$ cat src/rtl/gb55_pkg.sv
// shared types, widths and the tap class function for the 5x5 rgb gaussian blur
// no dependencies
package gb55_pkg;

    localparam int DIM_W      = 12;   // frame width / height registers
    localparam int EXT_W      = 14;   // room for 2*width+2 and dimension compares
    localparam int WGT_W      = 17;   // q1.16 weight, below 2.0
    localparam int CH_W       = 8;
    localparam int NCH        = 3;
    localparam int PIX_W      = NCH * CH_W;
    localparam int NCLASS     = 6;
    localparam int TAPS       = 5;
    localparam int HIST_ROWS  = TAPS - 1;
    localparam int CSUM_W     = 11;   // up to 8 pixels of 8 bits
    localparam int PROD_W     = CSUM_W + WGT_W;
    localparam int ACC_W      = PROD_W + 3;
    localparam int FRAC_W     = 16;
    localparam int FIFO_DEPTH = 8;
    localparam int FIFO_AW    = 3;
    localparam int CNT_W      = FIFO_AW + 2;

    typedef logic [PIX_W-1:0] pixel_t;
    typedef logic [WGT_W-1:0] weight_t;
    typedef logic [CSUM_W-1:0] csum_t;
    typedef logic [PROD_W-1:0] prod_t;

    typedef enum logic [2:0] {
        CFG_WIDTH,
        CFG_HEIGHT,
        CFG_W_CENTER,
        CFG_W_EDGE1,
        CFG_W_DIAG1,
        CFG_W_EDGE2,
        CFG_W_KNIGHT,
        CFG_W_DIAG2
    } cfg_idx_t;

    // control that travels with each position through the datapath
    typedef struct packed {
        logic            emit;
        logic            last;
        logic [TAPS-1:0] row_ok;   // index 0 is the newest row (dy = +2)
        logic [TAPS-1:0] col_ok;   // index 0 is the newest column (dx = +2)
    } meta_t;

    typedef struct packed {
        logic [CH_W-1:0] red;
        logic [CH_W-1:0] green;
        logic [CH_W-1:0] blue;
        logic            last;
    } result_t;

    // weight class of a tap from its squared distance to the center
    function automatic logic [2:0] tap_class(input int i, input int j);
        int d2;
        begin
            d2 = (i - 2) * (i - 2) + (j - 2) * (j - 2);
            unique case (d2)
                0:       tap_class = 3'd0;
                1:       tap_class = 3'd1;
                2:       tap_class = 3'd2;
                4:       tap_class = 3'd3;
                5:       tap_class = 3'd4;
                default: tap_class = 3'd5;
            endcase
        end
    endfunction

endpackage

$ cat src/rtl/gb55_ofifo.sv
// small output queue that decouples the datapath from the result consumer
// depends on gb55_pkg
module gb55_ofifo (
    input  logic                          clk,
    input  logic                          rst_n,
    input  logic                          push,
    input  gb55_pkg::result_t             wdata,
    input  logic                          pop,
    output logic                          not_empty,
    output gb55_pkg::result_t             rdata,
    output logic [gb55_pkg::FIFO_AW:0]    count
);
    import gb55_pkg::*;

    result_t              mem_reg [FIFO_DEPTH];
    logic [FIFO_AW-1:0]   wr_ptr_reg;
    logic [FIFO_AW-1:0]   rd_ptr_reg;
    logic [FIFO_AW:0]     cnt_reg;
    logic                 do_pop;

    assign do_pop = pop && (cnt_reg != '0);

    always_ff @(posedge clk or negedge rst_n)
    begin
        if (!rst_n)
        begin
            wr_ptr_reg <= '0;
            rd_ptr_reg <= '0;
            cnt_reg    <= '0;
        end
        else
        begin
            if (push)
            begin
                wr_ptr_reg <= wr_ptr_reg + 1'b1;
            end
            if (do_pop)
            begin
                rd_ptr_reg <= rd_ptr_reg + 1'b1;
            end
            cnt_reg <= cnt_reg + (FIFO_AW+1)'(push) - (FIFO_AW+1)'(do_pop);
        end
    end

    always_ff @(posedge clk)
    begin
        if (push)
        begin
            mem_reg[wr_ptr_reg] <= wdata;
        end
    end

    assign not_empty = (cnt_reg != '0);
    assign rdata     = mem_reg[rd_ptr_reg];
    assign count     = cnt_reg;
endmodule

$ cat config.mk
export PLATFORM = sky130hd
export DESIGN_NAME = gb55_ofifo
export DESIGN_NICKNAME = d
export VERILOG_FILES = /design/src/rtl/gb55_pkg.sv /design/src/rtl/gb55_ofifo.sv
export SDC_FILE = /design/constraint.sdc
export NUM_CORES = 1
export LEC_CHECK = 0
export BUFFER_PORTS_ARGS = -buffer_cell sky130_fd_sc_hd__buf_2
export CAP_MARGIN = 20
export CORE_MARGIN = 5
export CORE_UTILIZATION = 54
export CTS_CLUSTER_DIAMETER = 150
export DETAILED_ROUTE_END_ITERATION = 8
export GPL_TIMING_DRIVEN = 0
export PLACE_DENSITY = 0.84
export SLEW_MARGIN = 20
export SYNTH_ARGS = -nofsm -noshare
export SYNTH_HDL_FRONTEND = slang
export SYNTH_SLANG_ARGS = --single-unit
$ cat constraint.sdc
create_clock -name clk -period 2.7 [get_ports clk]
set_input_delay 0.27 -clock clk [delete_from_list [all_inputs] [get_ports clk]]
set_output_delay 0.27 -clock clk [all_outputs]
set_load 0.005 [all_outputs]
==> flow_metrics.tcl, run 1 <==
set metrics [dict create \
    min_to "mem_reg[3][1]$_DFFE_PP_" \
    r2r_start "count[2]$_DFF_PN0_" \
    ys_warn_count 0 \
    num-nets-final 473 \
    cts_tree "yes" \
    powerDensity_mw_per_mm2 1038 \
    clock_sinks 210 \
    hp-start "wdata[1]" \
    fin_area_mm2 0.009704 \
    final_core_util_pct 64.31 \
    avgViaCountPerCell 5.840 \
    cts_root_buffer "clkbuf_16" \
    grt.total_usage_pct 17.66 \
    ys_seq_area_share_pct 75.76 \
    status "finished, final reports clean" \
    clk_pin_slew_worst_paths_ps 60 \
    synth_compound_area_share_pct 0.1515 \
    crit_family "adder cells" \
    clk_path_buf_depth 3 \
    holdPathStages 1 \
    ant_nets 0 \
    firstDrtPassIters 4 \
    power.leakage_nw 3.425 \
    cp-end-kind "flip-flop" \
    routed_wl_um 15370 \
    die_h_um 133.7 \
    cp_num_buf_inv 5 \
    post_cts.repair.setup_buffers 0 \
    mostFrequentLayoutCells "edfxtp_1, buf_2, mux4_1" \
    relSlewSlack_pct 63.19 \
    n_antenna_cell 0 \
    dp_hpwl_um 10070 \
    drtIter0Drc 311 \
    final_common_cell "edfxtp_1" \
    start_util_pct 54.73 \
    maxSlewViolCount 0 \
    grt_pass1_wl_um 23590 \
    vias 3720 \
    die-area_mm2 0.01787 \
    synthXorXnorAreaFrac_pct 0.6364 \
    cp-start-kind "flip-flop" \
    grt_pass1_vias 4034 \
    fin_crit_sh_pct 95.80 \
    p_total_w 0.01007 \
    yosysTopAreaCell "edfxtp_1" \
    slowest_stage "fa_2" \
    arrival_ps 2960 \
    syn_to_final_growth_pct 17.52 \
    coreArea_mm2 0.01509 \
    wire_per_inst_um 24.12 \
    ys_types 21 \
    tightest_slew_ps 552.1 \
    netlist_instances 344 \
    fmax_mhz 386.6 \
    grt_overflow 0 \
    cp_common_cell "inv_1" \
    grt_max_degree 17 \
    fin_hold_ws_ps 50.74 \
    syn_avg_cell_area_um2 24.01 \
    numCtsBuffers 20 \
    largest_reg_flops 200 \
    worst-path-max-fanout 3 \
    io_buffers 58 \
    setup.worst_path.class "reg2reg" \
    synth_top_family_by_area "multiplexers" \
    r2r-end "count[1]$_DFF_PN0_" \
    hp-class "in2reg" \
    max_stage_delay_ps 540 \
    synthSimpleGateAreaFrac_pct 0.9697 \
    synth.area.top_cells "edfxtp_1, mux4_1, mux2_2" \
    ir_drop_mv 0.5120 \
    grt_antenna_before_repair 1 \
    clk-insertion-delay-late_ps 480 \
    netlist.area_leader.share_pct 72.73 \
    cap_violations 0 \
    fillCellCount 973 \
    crit_chain "inv_1 -> ha_1 -> or3b_2 -> nand2_2 -> inv_1 -> ha_1 -> inv_1 -> ha_1 -> inv_1 -> fa_2 -> inv_1" \
    finalCriticalPeriod_ps 2587 \
    synth_nets 381 \
    dieWidth_um 133.7 \
    rows 45 \
    remaining_drc_errors 0 \
    setup_violations 0 \
    ys_ff_latch 210 \
    synthMuxAreaShare_pct 19.55 \
    hold_violations 0 \
    finClkSkew_ps 7.156 \
    place_area_mm2 0.009066 \
    synth_fa_ha_area_share_pct 1.303 \
    boundaryPins 59 \
    ff2ff_setup_slack_ps 110 \
    gp_routability_congestion 0.6766 \
    r2r_cells 11 \
    synth_area_mm2 0.008258 \
    drive_gt1_share_pct 32.52 \
    worstPathRequired_ps 3080 \
    htree_levels 1 \
]
report_power, final:
group          switching (W)  internal [W]  total [W]
registers           0.000171       0.00412    0.00429
clock network        0.00108       0.00150    0.00258
logic                0.00156       0.00165    0.00321
total                0.00281       0.00727     0.0101
logic make-up (layout without fill, tap and decap cells):
kind of cell,count (synthesis),after routing
flip-flops,210,210
multiplexers,77,77
buffers and inverters,24,129
AND/OR/NAND/NOR,17,17
adder cells (fa/ha/maj),8,8
XOR/XNOR,6,6
AO/OA/AOI/OAI,2,2
area by class of cell:
class                      instances  area [um^2]  share of cell area, %
timing repair buffer              70        521.8                  5.376
clock buffer                      24        536.8                  5.531
inverter                           9        33.78                 0.3481
buffer                            15        110.1                  1.135
multi-input combinational        110         1941                  20.00
tap                              188        235.2                  2.424
sequential                       210         6256                  64.47
clock inverter                    11        70.07                 0.7220
metrics by stage:
stage	setup slack, ps	setup TNS (ps)	std cells
6_report	113.5	0	637
5_1_grt	-4.473	-4.473	637
4_1_cts	17.20	0	637
3_5_place_dp	150.8	0	601
3_3_place_gp	-1519	-87300	590
2_1_floorplan	26.70	0	344
Yosys cell counts:
cell / n
mux4_1: 49
nor2_1: 6
mux2_2: 27
xnor2_1: 4
nand2b_1: 3
clkbuf_1: 8
a21oi_1: 1
inv_1: 9
or3b_2: 1
a21o_1: 1
ha_1: 7
mux4_2: 1
edfxtp_1: 200
xor2_1: 2
buf_1: 1
fa_1: 1
nand2_1: 4
buf_6: 6
dfrtp_1: 10
nand3_1: 1
nor3_1: 2
metal layers:
| layer | track usage [%] | vias up | wire length, um | share of wire [%] |
|---|---|---|---|---|
| met3 | 3.059 | 27 | 873 | 5.7 |
| met1 | 23.34 | 1933 | 6044 | 39 |
| li1 | - | 1660 | - | - |
| met2 | 30.93 | 98 | 8160 | 53 |
| met5 | 0 | - | 7 | 0.046 |
| met4 | 4.400 | 2 | 282 | 1.8 |
what timing repair did:
action	CTS	global route
resized for setup	7	3
setup endpoints to repair	25	2
pin swaps	0	0
hold endpoints to repair	10	0
hold buffers	1	0
worst max path at each step:
stage,from,to,slack [ps],cells past startpoint
2_1_floorplan,wr_ptr_reg[0]$_DFFE_PN0P_,mem_reg[2][0]$_DFFE_PP_,30,1
3_3_place_gp,push,mem_reg[2][5]$_DFFE_PP_,-1520,3
3_5_place_dp,count[2]$_DFF_PN0_,count[2]$_DFF_PN0_,150,11
4_1_cts,count[2]$_DFF_PN0_,count[2]$_DFF_PN0_,20,11
5_1_grt,count[2]$_DFF_PN0_,count[1]$_DFF_PN0_,-4,11
6_report,count[2]$_DFF_PN0_,count[1]$_DFF_PN0_,110,11
Power figures use the tool's default switching activity.
==> inputs of run 2 (changes only) <==
--- a/config.mk
+++ b/config.mk
@@ -8,11 +8,11 @@
 export BUFFER_PORTS_ARGS = -buffer_cell sky130_fd_sc_hd__buf_2
 export CAP_MARGIN = 20
 export CORE_MARGIN = 5
-export CORE_UTILIZATION = 54
+export CORE_UTILIZATION = 30
 export CTS_CLUSTER_DIAMETER = 150
 export DETAILED_ROUTE_END_ITERATION = 8
 export GPL_TIMING_DRIVEN = 0
-export PLACE_DENSITY = 0.84
+export PLACE_DENSITY = 0.56
 export SLEW_MARGIN = 20
 export SYNTH_ARGS = -nofsm -noshare
 export SYNTH_HDL_FRONTEND = slang
==> run 2 against run 1 <==
  * Cell count up 24%
  * Flip-flop and latch count unchanged
  * Non-clock buffer count unchanged
  * Critical endpoint is now rdata[12]
  * Worst hold slack worse by 4.4 ps
  * Register-to-register slack better by 50 ps
  * Design area up 2.1%
  * Clock-buffer cell count up 2
  * Global-route usage down 6.9 points
  * Core utilization down 28 points
  * Via count down 0.32%
  * Largest cell class unchanged
  * Critical path depth down 6
  * First-iteration DRC count down 60%
==> flow_metrics.tcl, run 2 (synthesis gave the netlist of run 1 again) <==
set metrics [dict create \
    slowest_stage "mux4_1" \
    firstDrtPassIters 4 \
    htree_levels 1 \
    final_core_util_pct 36.68 \
    remaining_drc_errors 0 \
    setup.worst_path.class "reg2out" \
    placedCellCount 754 \
    numCtsBuffers 21 \
    multi_input_area_mm2 0.001931 \
    cts_root_buffer "clkbuf_16" \
    ir_drop_mv 0.5054 \
    power_frac_comb_pct 31.9 \
    clk_path_buf_depth 3 \
    cp-start-kind "flip-flop" \
    crit_family "buffers and inverters" \
    relSlewSlack_pct 56.85 \
    power_frac_clock_pct 26.2 \
    clock_sinks 210 \
    swShare_pct 28.47 \
    grt_overflow 0 \
    rows 60 \
    setup_violations 0 \
    grt_pass1_wl_um 25190 \
    syn_to_final_growth_pct 20.03 \
    finalSetupTns_ps 0 \
    grt_use_met1_pct 13.41 \
    cp_num_buf_inv 3 \
    die_h_um 175.9 \
    p_int_w 0.007279 \
    drtIter0Drc 123 \
    coreArea_mm2 0.02703 \
    worst-path-max-fanout 10 \
    arrival_ps 2290 \
    max_stage_delay_ps 390 \
    cp-end-kind "output port" \
    grt_antenna_before_repair 2 \
    use_met2_pct 19.20 \
    grt_busiest_layer "met2" \
    worstPathRequired_ps 2430 \
    final_common_cell "edfxtp_1" \
    num-nets-final 474 \
    grt_pass1_vias 4103 \
    post_cts.repair.setup_buffers 0 \
    gp_routability_congestion 0.7112 \
    wire_per_inst_um 20.95 \
    grt.total_usage_pct 10.77 \
    grtUsageMet3_pct 2.282 \
    fillCellCount 2457 \
    path_depth 5 \
    drive_gt1_share_pct 33.41 \
    hp-class "in2reg" \
    clk-insertion-delay-late_ps 490 \
    clk_pin_slew_worst_paths_ps 60 \
    grt_max_degree 17 \
    seq_area_mm2 0.006256 \
    maxSlewViolCount 0 \
    dieWidth_um 175.9 \
    avgViaCountPerCell 4.676 \
    mostFrequentLayoutCells "edfxtp_1, buf_2, mux4_1" \
    holdPathStages 1 \
    hold_violations 0 \
    tightest_slew_ps 645.1 \
    cts_tree "yes" \
    vias 3708 \
    routed_wl_um 16610 \
    rsz0062_at_grt "no" \
    powerDensity_mw_per_mm2 1027 \
    fmax_mhz 391.1 \
    io_buffers 58 \
    layout.cells.non_filler 793 \
    n_antenna_cell 0 \
    fin_crit_sh_pct 94.69 \
    dp_hpwl_um 11080 \
    switching_power_w 0.002897 \
    r2r_cells 11 \
    finClkSkew_ps 8.599 \
    finalCriticalPeriod_ps 2557 \
    start_util_pct 30.56 \
    largest_reg_flops 200 \
    boundaryPins 59 \
    die-area_mm2 0.03094 \
    power.leakage_nw 3.443 \
    status "finished, final reports clean" \
    ant_nets 0 \
    crit_chain "clkbuf_1 -> clkbuf_2 -> mux4_1 -> mux2_2 -> buf_2" \
    sequentialPowerShare_pct 41.9 \
    cap_violations 0 \
]
run 2: worst paths after layout:
| kind | start | end | slack (ps) |
|---|---|---|---|
| hold / removal | wdata[8] | mem_reg[5][8]$_DFFE_PP_ | 50 |
| setup reg to reg | count[2]$_DFF_PN0_ | count[1]$_DFF_PN0_ | 160 |
| max in group asynchronous | rst_n | rd_ptr_reg[1]$_DFFE_PN0P_ | 2310 |
| setup / recovery | rd_ptr_reg[2]$_DFFE_PN0P_ | rdata[12] | 140 |
| hold reg to reg | wr_ptr_reg[1]$_DFFE_PN0P_ | wr_ptr_reg[1]$_DFFE_PN0P_ | 590 |
| min in group asynchronous | rst_n | wr_ptr_reg[0]$_DFFE_PN0P_ | 180 |
run 2: final cells by class:
cell class / count / area share (%)
clock buffers: 26 / 5.491
plain buffers: 15 / 1.149
repair buffers: 70 / 5.264
well taps: 341 / 4.304
multi-input cells: 110 / 19.48
inverters: 9 / 0.3408
flip-flops and latches: 210 / 63.12
clock inverters: 12 / 0.8584
run 2: what timing repair did:
action | CTS | global route
hold buffers | 1 | 0
gates resized for setup | 7 | 5
endpoints found under the hold margin | 10 | 0
setup endpoints to repair | 25 | 8
run 2: power by group through the flow:
stage,clock (W),sequential (W),combinational (W)
finish,0.00266,0.00426,0.00325
global route,0.00287,0.00431,0.00356
CTS,0.00275,0.00427,0.00337
detailed placement,0,0.00434,0.00334
global placement,0,0.00433,0.00305
floorplan,0,0.00430,0.00196
run 2: metal layers:
| metal | vias up | wire length (um) |
|---|---|---|
| met4 | 4 | 308 |
| met5 | - | 19 |
| met1 | 1939 | 7031 |
| met3 | 29 | 782 |
| li1 | 1662 | - |
| met2 | 74 | 8470 |
run 2: through the flow:
| stage | area (um^2) | total power, W | setup slack, ps | hold WS (ps) |
|---|---|---|---|---|
| after detailed placement | 9258 | 0.007684 | 160.3 | 152.5 |
| final | 9912 | 0.01018 | 143.4 | 46.38 |
| after CTS | 9906 | 0.01038 | 49.60 | 33.09 |
| after floorplan | 8263 | 0.006259 | 26.70 | -25.59 |
| after global routing | 9912 | 0.01073 | 0.06151 | 36.89 |
| after global placement | 8980 | 0.007379 | -1846 | 139.8 |
run 2: worst register-to-register path, stage by stage (launching register included):
cell	delay, ps
dfrtp_1	380
inv_1	100
ha_1	160
or3b_2	490
nand2_2	120
inv_1	60
ha_1	260
inv_1	60
ha_1	160
inv_1	60
fa_1	530
inv_1	60
